File: src/hw/rtl/mtsu_pkg.sv
package mtsu_pkg;

    localparam int DEFAULT_TABLE_DEPTH = 64;

    localparam int NOTE_POS_W = 7;
    localparam int FREQ_W     = 16;
    localparam int MS_W       = 16;
    localparam int HALF_W     = 22;
    localparam int DIV_W      = 24;
    localparam int DIVISOR_W  = FREQ_W + 1;
    localparam int WORD_W     = FREQ_W + MS_W;

    localparam int TONE_CLOCK_HZ = 10000000;
    localparam int GAP_HZ        = 2;

    localparam logic [DIV_W-1:0]  DIVIDEND = DIV_W'(TONE_CLOCK_HZ);
    localparam logic [HALF_W-1:0] HALF_MAX = '1;
    localparam logic [HALF_W-1:0] GAP_HALF = HALF_W'(TONE_CLOCK_HZ / (2 * GAP_HZ));
    localparam logic [FREQ_W-1:0] REST_HZ  = FREQ_W'(20);
    localparam logic [MS_W-1:0]   GAP_MS   = MS_W'(10);

    localparam logic REG_IDX_NOTE_COUNT = 1'b0;

    typedef enum logic [1:0] {
        FUNC_MS_TICK   = 2'd0,
        FUNC_TONE_TICK = 2'd1,
        FUNC_WRITE     = 2'd2,
        FUNC_START     = 2'd3
    } func_t;

    typedef enum logic [1:0] {
        PH_GAP_START  = 2'd0,
        PH_GAP_WAIT   = 2'd1,
        PH_NOTE_START = 2'd2,
        PH_NOTE_WAIT  = 2'd3
    } phase_t;

    typedef struct packed {
        logic                 start;
        logic [DIVISOR_W-1:0] divisor;
    } div_req_t;

    typedef struct packed {
        logic             done;
        logic [DIV_W-1:0] quotient;
    } div_rsp_t;

endpackage

File: src/hw/rtl/mtsu_chan_if.sv
interface mtsu_in_if;
    logic        valid;
    logic        ready;
    logic [1:0]  func;
    logic [5:0]  note_addr;
    logic [15:0] note_freq;
    logic [15:0] note_ms;

    modport source (output valid, func, note_addr, note_freq, note_ms, input ready);
    modport sink (input valid, func, note_addr, note_freq, note_ms, output ready);
endinterface

interface mtsu_out_if;
    logic       valid;
    logic       ready;
    logic       speaker;
    logic       playing;
    logic [6:0] current_note;
    logic [1:0] phase;

    modport source (output valid, speaker, playing, current_note, phase, input ready);
    modport sink (input valid, speaker, playing, current_note, phase, output ready);
endinterface

File: src/hw/rtl/mtsu_note_mem.sv
module mtsu_note_mem
    import mtsu_pkg::*;
#(
    parameter int TABLE_DEPTH = DEFAULT_TABLE_DEPTH,
    localparam int AW = $clog2(TABLE_DEPTH)
)
(
    input  logic              clk,
    input  logic              we,
    input  logic [AW-1:0]     waddr,
    input  logic [WORD_W-1:0] wdata,
    input  logic              re,
    input  logic [AW-1:0]     raddr,
    output logic [WORD_W-1:0] rdata
);

    logic [WORD_W-1:0] mem [TABLE_DEPTH];
    logic [WORD_W-1:0] rdata_reg;

    always_ff @(posedge clk)
    begin
        if (we)
        begin
            mem[waddr] <= wdata;
        end
    end

    always_ff @(posedge clk)
    begin
        if (re)
        begin
            rdata_reg <= mem[raddr];
        end
    end

    assign rdata = rdata_reg;

endmodule

File: src/hw/rtl/mtsu_div.sv
module mtsu_div
    import mtsu_pkg::*;
(
    input  logic     clk,
    input  logic     rst_n,
    input  div_req_t req,
    output div_rsp_t rsp
);

    localparam int CNT_W = $clog2(DIV_W);
    localparam int REM_W = DIVISOR_W + 1;

    logic                 busy_reg, busy_next;
    logic                 done_reg, done_next;
    logic [CNT_W-1:0]     cnt_reg, cnt_next;
    logic [REM_W-1:0]     rem_reg, rem_next;
    logic [DIV_W-1:0]     dq_reg, dq_next;
    logic [DIVISOR_W-1:0] dsr_reg, dsr_next;
    logic [REM_W-1:0]     rem_sh;
    logic                 fits;

    // one quotient bit per cycle, restoring
    assign rem_sh = {rem_reg[REM_W-2:0], dq_reg[DIV_W-1]};
    assign fits   = rem_sh >= {1'b0, dsr_reg};

    always_comb
    begin
        busy_next = busy_reg;
        done_next = 1'b0;
        cnt_next  = cnt_reg;
        rem_next  = rem_reg;
        dq_next   = dq_reg;
        dsr_next  = dsr_reg;
        if (req.start)
        begin
            busy_next = 1'b1;
            cnt_next  = '0;
            rem_next  = '0;
            dq_next   = DIVIDEND;
            dsr_next  = req.divisor;
        end
        else if (busy_reg)
        begin
            rem_next = fits ? rem_sh - {1'b0, dsr_reg} : rem_sh;
            dq_next  = {dq_reg[DIV_W-2:0], fits};
            cnt_next = cnt_reg + CNT_W'(1);
            if (cnt_reg == CNT_W'(DIV_W - 1))
            begin
                busy_next = 1'b0;
                done_next = 1'b1;
            end
        end
    end

    always_ff @(posedge clk or negedge rst_n)
    begin
        if (!rst_n)
        begin
            busy_reg <= 1'b0;
            done_reg <= 1'b0;
            cnt_reg  <= '0;
        end
        else
        begin
            busy_reg <= busy_next;
            done_reg <= done_next;
            cnt_reg  <= cnt_next;
        end
    end

    always_ff @(posedge clk)
    begin
        rem_reg <= rem_next;
        dq_reg  <= dq_next;
        dsr_reg <= dsr_next;
    end

    assign rsp.done     = done_reg;
    assign rsp.quotient = dq_reg;

endmodule

File: src/hw/rtl/melody_tone_sequencer_unit.sv
// path: tone ticks, writes, plain starts and most ms ticks go from the input transfer
// to the output register; an ms tick reading the note duration passes the table read;
// a note frequency load passes table read, divider start and 24 divider steps
// throughput: one item at a time, the next is taken once the previous is loaded, later
// while a finished transfer waits in the output register
// reset: asynchronous, active low; clears sequencer, tone state and note_count, table kept
module melody_tone_sequencer_unit
    import mtsu_pkg::*;
#(
    parameter int TABLE_DEPTH = DEFAULT_TABLE_DEPTH
)
(
    input  logic        clk,
    input  logic        rst_n,
    input  logic        psel,
    input  logic        penable,
    input  logic        pwrite,
    input  logic [2:0]  paddr,
    input  logic [31:0] pwdata,
    output logic [31:0] prdata,
    output logic        pready,
    mtsu_in_if.sink     in_chan,
    mtsu_out_if.source  out_chan
);

    localparam int AW = $clog2(TABLE_DEPTH);
    localparam int XW = (AW > NOTE_POS_W) ? AW : NOTE_POS_W;

    typedef enum logic [3:0] {
        S_IDLE = 4'b0001,
        S_READ = 4'b0010,
        S_DIV  = 4'b0100,
        S_DONE = 4'b1000
    } state_t;

    state_t                state_reg, state_next;
    logic                  play_reg, play_next;
    phase_t                phase_reg, phase_next;
    logic [MS_W-1:0]       ms_reg, ms_next;
    logic [NOTE_POS_W-1:0] pos_reg, pos_next;
    logic [HALF_W-1:0]     half_reg, half_next;
    logic [HALF_W-1:0]     tone_reg, tone_next;
    logic                  pin_reg, pin_next;
    logic                  rd_dur_reg, rd_dur_next;
    logic [NOTE_POS_W-1:0] note_count_reg;
    logic                  out_valid_reg;
    logic                  out_load;

    logic                  out_speaker_reg;
    logic                  out_playing_reg;
    logic [NOTE_POS_W-1:0] out_note_reg;
    logic [1:0]            out_phase_reg;

    logic                  mem_we;
    logic                  mem_re;
    logic [AW-1:0]         mem_raddr;
    logic [WORD_W-1:0]     mem_rdata;
    logic [XW-1:0]         pos_x;
    logic [XW-1:0]         addr_x;
    logic [AW-1:0]         pos_idx;
    logic [AW-1:0]         addr_idx;

    logic [MS_W-1:0]       ms_inc;
    logic                  note_valid;
    logic                  addr_ok;
    logic [FREQ_W-1:0]     rd_freq;
    logic [MS_W-1:0]       rd_ms;
    logic [FREQ_W-1:0]     hz;
    logic [HALF_W-1:0]     half_sat;
    logic [HALF_W-1:0]     tone_inc;
    logic                  cfg_wr;

    div_req_t              div_req;
    div_rsp_t              div_rsp;

    // configuration
    assign pready = 1'b1;
    assign cfg_wr = psel && penable && pwrite && (paddr[2] == REG_IDX_NOTE_COUNT);
    assign prdata = (paddr[2] == REG_IDX_NOTE_COUNT) ? 32'(note_count_reg) : '0;

    // table indexes
    assign pos_x    = XW'(pos_reg);
    assign addr_x   = XW'(in_chan.note_addr);
    assign pos_idx  = pos_x[AW-1:0];
    assign addr_idx = addr_x[AW-1:0];

    assign ms_inc     = (ms_reg != '1) ? ms_reg + MS_W'(1) : ms_reg;
    assign note_valid = (pos_reg < note_count_reg) && (32'(pos_reg) < 32'(TABLE_DEPTH));
    assign addr_ok    = 32'(in_chan.note_addr) < 32'(TABLE_DEPTH);
    assign rd_freq    = mem_rdata[WORD_W-1:MS_W];
    assign rd_ms      = mem_rdata[MS_W-1:0];
    assign hz         = (rd_freq == '0) ? REST_HZ : rd_freq;
    assign half_sat   = (div_rsp.quotient > DIV_W'(HALF_MAX)) ? HALF_MAX
                                                              : div_rsp.quotient[HALF_W-1:0];
    assign tone_inc   = tone_reg + HALF_W'(1);

    assign in_chan.ready = (state_reg == S_IDLE);

    always_comb
    begin
        state_next      = state_reg;
        play_next       = play_reg;
        phase_next      = phase_reg;
        ms_next         = ms_reg;
        pos_next        = pos_reg;
        half_next       = half_reg;
        tone_next       = tone_reg;
        pin_next        = pin_reg;
        rd_dur_next     = rd_dur_reg;
        mem_we          = 1'b0;
        mem_re          = 1'b0;
        mem_raddr       = pos_idx;
        div_req.start   = 1'b0;
        div_req.divisor = {hz, 1'b0};
        out_load        = 1'b0;

        case (state_reg)
            S_IDLE:
            begin
                if (in_chan.valid)
                begin
                    state_next = S_DONE;
                    case (func_t'(in_chan.func))
                        FUNC_MS_TICK:
                        begin
                            ms_next = ms_inc;
                            if (play_reg)
                            begin
                                case (phase_reg)
                                    PH_GAP_START:
                                    begin
                                        ms_next    = '0;
                                        phase_next = PH_GAP_WAIT;
                                        half_next  = GAP_HALF;
                                        tone_next  = '0;
                                    end
                                    PH_GAP_WAIT:
                                    begin
                                        if (ms_inc >= GAP_MS)
                                        begin
                                            phase_next = PH_NOTE_START;
                                        end
                                    end
                                    PH_NOTE_START:
                                    begin
                                        ms_next = '0;
                                        if (note_valid)
                                        begin
                                            mem_re      = 1'b1;
                                            rd_dur_next = 1'b0;
                                            phase_next  = PH_NOTE_WAIT;
                                            state_next  = S_READ;
                                        end
                                        else
                                        begin
                                            play_next  = 1'b0;
                                            pos_next   = '0;
                                            phase_next = PH_GAP_START;
                                        end
                                    end
                                    PH_NOTE_WAIT:
                                    begin
                                        if (!note_valid)
                                        begin
                                            pos_next   = pos_reg + NOTE_POS_W'(1);
                                            ms_next    = '0;
                                            phase_next = PH_GAP_START;
                                        end
                                        else
                                        begin
                                            mem_re      = 1'b1;
                                            rd_dur_next = 1'b1;
                                            state_next  = S_READ;
                                        end
                                    end
                                    default:
                                    begin
                                        phase_next = PH_GAP_START;
                                    end
                                endcase
                            end
                        end
                        FUNC_TONE_TICK:
                        begin
                            if (half_reg != '0)
                            begin
                                if (tone_inc >= half_reg)
                                begin
                                    tone_next = '0;
                                    pin_next  = !pin_reg;
                                end
                                else
                                begin
                                    tone_next = tone_inc;
                                end
                            end
                        end
                        FUNC_WRITE:
                        begin
                            mem_we = addr_ok;
                        end
                        FUNC_START:
                        begin
                            play_next = 1'b1;
                            pos_next  = '0;
                            if (phase_reg == PH_GAP_START)
                            begin
                                mem_re      = 1'b1;
                                mem_raddr   = '0;
                                rd_dur_next = 1'b0;
                                state_next  = S_READ;
                            end
                        end
                        default:
                        begin
                            state_next = S_DONE;
                        end
                    endcase
                end
            end
            S_READ:
            begin
                if (rd_dur_reg)
                begin
                    if (ms_reg >= rd_ms)
                    begin
                        pos_next   = pos_reg + NOTE_POS_W'(1);
                        ms_next    = '0;
                        phase_next = PH_GAP_START;
                    end
                    state_next = S_DONE;
                end
                else
                begin
                    div_req.start = 1'b1;
                    state_next    = S_DIV;
                end
            end
            S_DIV:
            begin
                if (div_rsp.done)
                begin
                    half_next  = half_sat;
                    tone_next  = '0;
                    state_next = S_DONE;
                end
            end
            S_DONE:
            begin
                if (!out_valid_reg || out_chan.ready)
                begin
                    out_load   = 1'b1;
                    state_next = S_IDLE;
                end
            end
            default:
            begin
                state_next = S_IDLE;
            end
        endcase
    end

    always_ff @(posedge clk or negedge rst_n)
    begin
        if (!rst_n)
        begin
            state_reg      <= S_IDLE;
            play_reg       <= 1'b0;
            phase_reg      <= PH_GAP_START;
            ms_reg         <= '0;
            pos_reg        <= '0;
            half_reg       <= '0;
            tone_reg       <= '0;
            pin_reg        <= 1'b0;
            rd_dur_reg     <= 1'b0;
            note_count_reg <= '0;
            out_valid_reg  <= 1'b0;
        end
        else
        begin
            state_reg  <= state_next;
            play_reg   <= play_next;
            phase_reg  <= phase_next;
            ms_reg     <= ms_next;
            pos_reg    <= pos_next;
            half_reg   <= half_next;
            tone_reg   <= tone_next;
            pin_reg    <= pin_next;
            rd_dur_reg <= rd_dur_next;
            if (cfg_wr)
            begin
                note_count_reg <= pwdata[NOTE_POS_W-1:0];
            end
            if (out_load)
            begin
                out_valid_reg <= 1'b1;
            end
            else if (out_chan.ready)
            begin
                out_valid_reg <= 1'b0;
            end
        end
    end

    // output register, loaded once the item's state is final
    always_ff @(posedge clk)
    begin
        if (out_load)
        begin
            out_speaker_reg <= pin_reg;
            out_playing_reg <= play_reg;
            out_note_reg    <= pos_reg;
            out_phase_reg   <= phase_reg;
        end
    end

    assign out_chan.valid        = out_valid_reg;
    assign out_chan.speaker      = out_speaker_reg;
    assign out_chan.playing      = out_playing_reg;
    assign out_chan.current_note = out_note_reg;
    assign out_chan.phase        = out_phase_reg;

    mtsu_note_mem #(
        .TABLE_DEPTH (TABLE_DEPTH)
    ) u_note_mem (
        .clk   (clk),
        .we    (mem_we),
        .waddr (addr_idx),
        .wdata ({in_chan.note_freq, in_chan.note_ms}),
        .re    (mem_re),
        .raddr (mem_raddr),
        .rdata (mem_rdata)
    );

    mtsu_div u_div (
        .clk   (clk),
        .rst_n (rst_n),
        .req   (div_req),
        .rsp   (div_rsp)
    );

endmodule

File: src/flat_wrapper.sv
// flat-port wrapper written by rule: the top's interface ports become plain ports
module melody_tone_sequencer_unit_flat import mtsu_pkg::*;
#(
    parameter int TABLE_DEPTH = DEFAULT_TABLE_DEPTH
)
  (clk, rst_n, psel, penable, pwrite, paddr, pwdata, prdata, pready, in_chan_valid, in_chan_func, in_chan_note_addr, in_chan_note_freq, in_chan_note_ms, in_chan_ready, out_chan_valid, out_chan_speaker, out_chan_playing, out_chan_current_note, out_chan_phase, out_chan_ready);
  mtsu_in_if in_chan_i ();
  mtsu_out_if out_chan_i ();
  input  logic clk;
  input  logic rst_n;
  input  logic psel;
  input  logic penable;
  input  logic pwrite;
  input  logic [2:0] paddr;
  input  logic [31:0] pwdata;
  output logic [31:0] prdata;
  output logic pready;
  input wire logic [$bits(in_chan_i.valid)-1:0] in_chan_valid;
  input wire logic [$bits(in_chan_i.func)-1:0] in_chan_func;
  input wire logic [$bits(in_chan_i.note_addr)-1:0] in_chan_note_addr;
  input wire logic [$bits(in_chan_i.note_freq)-1:0] in_chan_note_freq;
  input wire logic [$bits(in_chan_i.note_ms)-1:0] in_chan_note_ms;
  output wire logic [$bits(in_chan_i.ready)-1:0] in_chan_ready;
  output wire logic [$bits(out_chan_i.valid)-1:0] out_chan_valid;
  output wire logic [$bits(out_chan_i.speaker)-1:0] out_chan_speaker;
  output wire logic [$bits(out_chan_i.playing)-1:0] out_chan_playing;
  output wire logic [$bits(out_chan_i.current_note)-1:0] out_chan_current_note;
  output wire logic [$bits(out_chan_i.phase)-1:0] out_chan_phase;
  input wire logic [$bits(out_chan_i.ready)-1:0] out_chan_ready;
  assign in_chan_i.valid = in_chan_valid;
  assign in_chan_i.func = in_chan_func;
  assign in_chan_i.note_addr = in_chan_note_addr;
  assign in_chan_i.note_freq = in_chan_note_freq;
  assign in_chan_i.note_ms = in_chan_note_ms;
  assign in_chan_ready = in_chan_i.ready;
  assign out_chan_valid = out_chan_i.valid;
  assign out_chan_speaker = out_chan_i.speaker;
  assign out_chan_playing = out_chan_i.playing;
  assign out_chan_current_note = out_chan_i.current_note;
  assign out_chan_phase = out_chan_i.phase;
  assign out_chan_i.ready = out_chan_ready;
  melody_tone_sequencer_unit #(.TABLE_DEPTH(TABLE_DEPTH)) u_core (.clk(clk), .rst_n(rst_n), .psel(psel), .penable(penable), .pwrite(pwrite), .paddr(paddr), .pwdata(pwdata), .prdata(prdata), .pready(pready), .in_chan(in_chan_i), .out_chan(out_chan_i));
endmodule
File: config.mk
export PLATFORM = sky130hd
export DESIGN_NAME = melody_tone_sequencer_unit_flat
export DESIGN_NICKNAME = d
export VERILOG_FILES = /design/src/hw/rtl/mtsu_pkg.sv /design/src/hw/rtl/mtsu_chan_if.sv /design/src/hw/rtl/mtsu_note_mem.sv /design/src/hw/rtl/mtsu_div.sv /design/src/hw/rtl/melody_tone_sequencer_unit.sv /design/src/flat_wrapper.sv
export SDC_FILE = /design/constraint.sdc
export NUM_CORES = 2
export LEC_CHECK = 0
export BUFFER_PORTS_ARGS = -buffer_cell sky130_fd_sc_hd__buf_2
export CAP_MARGIN = 20
export CORE_MARGIN = 2
export CORE_UTILIZATION = 55
export DETAILED_ROUTE_END_ITERATION = 10
export GPL_ROUTABILITY_DRIVEN = 0
export PLACE_DENSITY = 0.75
export SLEW_MARGIN = 5
export SYNTH_ARGS = -nofsm -noshare
export SYNTH_HDL_FRONTEND = slang
export SYNTH_SLANG_ARGS = --single-unit
File: constraint.sdc
create_clock -name clk -period 11.53 [get_ports clk]
set_clock_uncertainty 0.2 [all_clocks]
set_input_delay 2.306 -clock clk [delete_from_list [all_inputs] [get_ports clk]]
set_output_delay 2.306 -clock clk [all_outputs]
set_load 0.1 [all_outputs]
==> results_dict.tcl <==
set metrics [dict create \
    status "complete, no violations" \
    grt_pass1_wl_um 365000 \
    r2r_slack_ps 5780 \
    initial_utilization 0.554 \
    fin_setup_tns_ps 0 \
    clock.fmax_mhz 153 \
    final_core_util 0.614 \
    ant_nets 0 \
    rows 149 \
    clk-insertion-delay-late_ps 860 \
    via_per_inst 6.57 \
    cts_root_buf "clkbuf_16" \
    postSynthCellCount 6410 \
    reg2reg_to "u_core.u_note_mem.rdata[17]" \
    path_cells "buf_2 -> ha_1 -> and4bb_2 -> nand2_2 -> buf_4 -> nand3_2 -> buf_4 -> a21oi_1 -> o21ai_0 -> nand4_1 -> nand4_1 -> a221oi_1" \
    critical-path-top-delay-family "simple AND/OR/NAND/NOR gates" \
    grt_overflow_total 0 \
    synthArstFlopShare 0.0406 \
    fp.dieH_um 412 \
    hp-class "reg -> reg" \
    setup_violations 0 \
    synthTopCellsByArea "edfxtp_1 69%, mux2i_1 4.2%, a21oi_1 3.0%" \
    p_per_area_nw_per_um2 198 \
    ios 128 \
    synth_top_cell_by_area "edfxtp_1" \
    drc 0 \
    hold_violations 0 \
    syn_area_um2 91500 \
    cts_buffer_depth 3 \
    ys_types 95 \
    cts_tree "built" \
    cp-start-kind "input port" \
    synthTopCellsByCount "2107 x edfxtp_1, 562 x nand2_1, 542 x a21oi_1, 433 x nor2_1, 382 x mux2i_1" \
    crit_cells 12 \
    area_delta_synth_final_pct 10.8 \
    cts.reportedPaths.clkPinSlew_ps 60 \
    cts_sinks 2239 \
    rsz0062_at_grt "no" \
    synth.most_common_cell "edfxtp_1" \
    critical_path.max_fanout 37 \
    relSlewSlack 0.216 \
    via_count 57800 \
    synthFlopType "edfxtp_1" \
    grt_max_degree 123 \
    cts_setup_buffers 0 \
    cp_data_required_time_ps 11870 \
    max_stage_delay_ps 690 \
    synth.top_cell.area_share 0.691 \
    r2r_cells 11 \
    yosysSeqAreaShare 0.725 \
    wire_per_inst_um 28.8 \
    firstDrtPassIters 6 \
    synth_warnings 0 \
    fp.coreArea_um2 165000 \
    crit_slowest_cell "a221oi_1" \
    worstSetupPathType "in -> reg" \
    dp_hpwl_um 138000 \
    finalMaxSlewViolations 0 \
    portBuffers 74 \
    nets 6581 \
    crit_buf_inv 3 \
    arrival_ps 6890 \
    worstReg2RegStart "u_core.state_reg[0]" \
    holdPathStages 1 \
    worst_ir_drop_vdd_mv 0.171 \
    htree_levels 4 \
    grt_pass1_vias 55800 \
    antenna_found_initial 19 \
    synth_area_per_cell_um2 14.3 \
    numCtsBuffers 215 \
    n_fill_cell 11800 \
    drive_gt1_frac 0.111 \
    drt-total-wl_um 253000 \
    first_iter_violations 9220 \
    finalCriticalPeriod_ps 6550 \
    postCtsResizedCells 0 \
    startpoint "in_chan_func[0]" \
    cap_viol_max_count 0 \
    endpoint_kind "flop" \
    tightest_slew_ps 1180 \
    leakage_nw 32.9 \
    ys_ff_latch 2239 \
    dieArea_um2 170000 \
    largest_register_ffs 2048 \
    ctsHoldBuffers 0 \
    critPathCapture "u_core.u_note_mem.rdata[7]" \
    grt_usage 0.294 \
    fin_crit_sh 0.568 \
    die_x_um 412 \
    synth-edff-count 2107 \
]
cell usage in the layout (no fill, tap or decap), types with 96 or more instances in the layout:
cell type,instances
clkbuf_16,217
nand2_1,559
mux2_2,96
o21ai_0,265
buf_4,135
nor2_1,367
edfxtp_1,2107
o22ai_1,109
nand3_1,168
mux2i_1,382
o221ai_1,140
a21oi_1,542
where the power goes:
group	leakage, nW	internal (mW)	total [mW]	switching, mW
Clock	3.21	3.71	6.71	3.00
Sequential	20.5	9.04	9.18	0.142
Combinational	9.26	1.32	4.17	2.85
Total	32.9	14.1	20.1	5.98
worst min path at each step:
stage | from | endpoint | slack, ps
CTS | u_core.pin_reg | u_core.pin_reg | 270
detailed placement | u_core.pin_reg | u_core.out_chan.speaker | 260
global placement | u_core.u_note_mem.rdata[25] | u_core.u_div.dsr_reg[10] | 250
finish | u_core.pin_reg | u_core.pin_reg | 270
global route | u_core.pin_reg | u_core.out_chan.speaker | 300
floorplan | u_core.phase_reg[0] | u_core.out_chan.phase[0] | 220
per-stage QoR:
stage	setup WS [ps]	power, mW	hold WS (ps)	cells	cell area (um^2)
floorplan	5380	12.3	220	6434	91600
global placement	4420	13.3	246	8375	94200
detailed placement	4400	13.4	263	8379	94300
CTS	5240	20.0	272	8762	101000
global route	4770	20.7	298	8785	101000
finish	4980	20.1	266	8791	101000
cell families after synthesis:
family          after synthesis  share of synthesized area
mux                         478                     0.0536
buf+inv                     548                     0.0282
fa+ha+maj                    69                    0.00952
xor+xnor                     40                    0.00383
flops                      2239                      0.725
other cells                   2                  0.0000821
simple gates               1520                     0.0749
compound gates             1514                      0.105
metal layers:
layer	GRT usage	wire length [um]	vias up	part of all wire
li1	-	-	24700	-
met5	0	121	-	0.00048
met2	0.457	116000	3925	0.46
met4	0.132	12100	12	0.048
met3	0.0790	33200	696	0.13
met1	0.390	92200	28400	0.36
worst reg2reg max path: cells and delay by family, from the launching register on:
family | cells | cell delay [ps]
flops | 1 | 560
simple gates | 4 | 2660
compound gates | 4 | 790
buf+inv | 3 | 1430
area by class of cell:
class	count	area [um^2]	area share
diodes	6	15.0	0.000148
repair buffers	246	2120	0.0209
clock inverters	104	923	0.00911
well taps	2189	2740	0.0270
multi-input cells	3647	23200	0.229
clock buffers	279	5680	0.0561
flip-flops and latches	2239	66400	0.655
inverters	81	307	0.00302
Note: power is estimated with default switching activity, not from simulation.
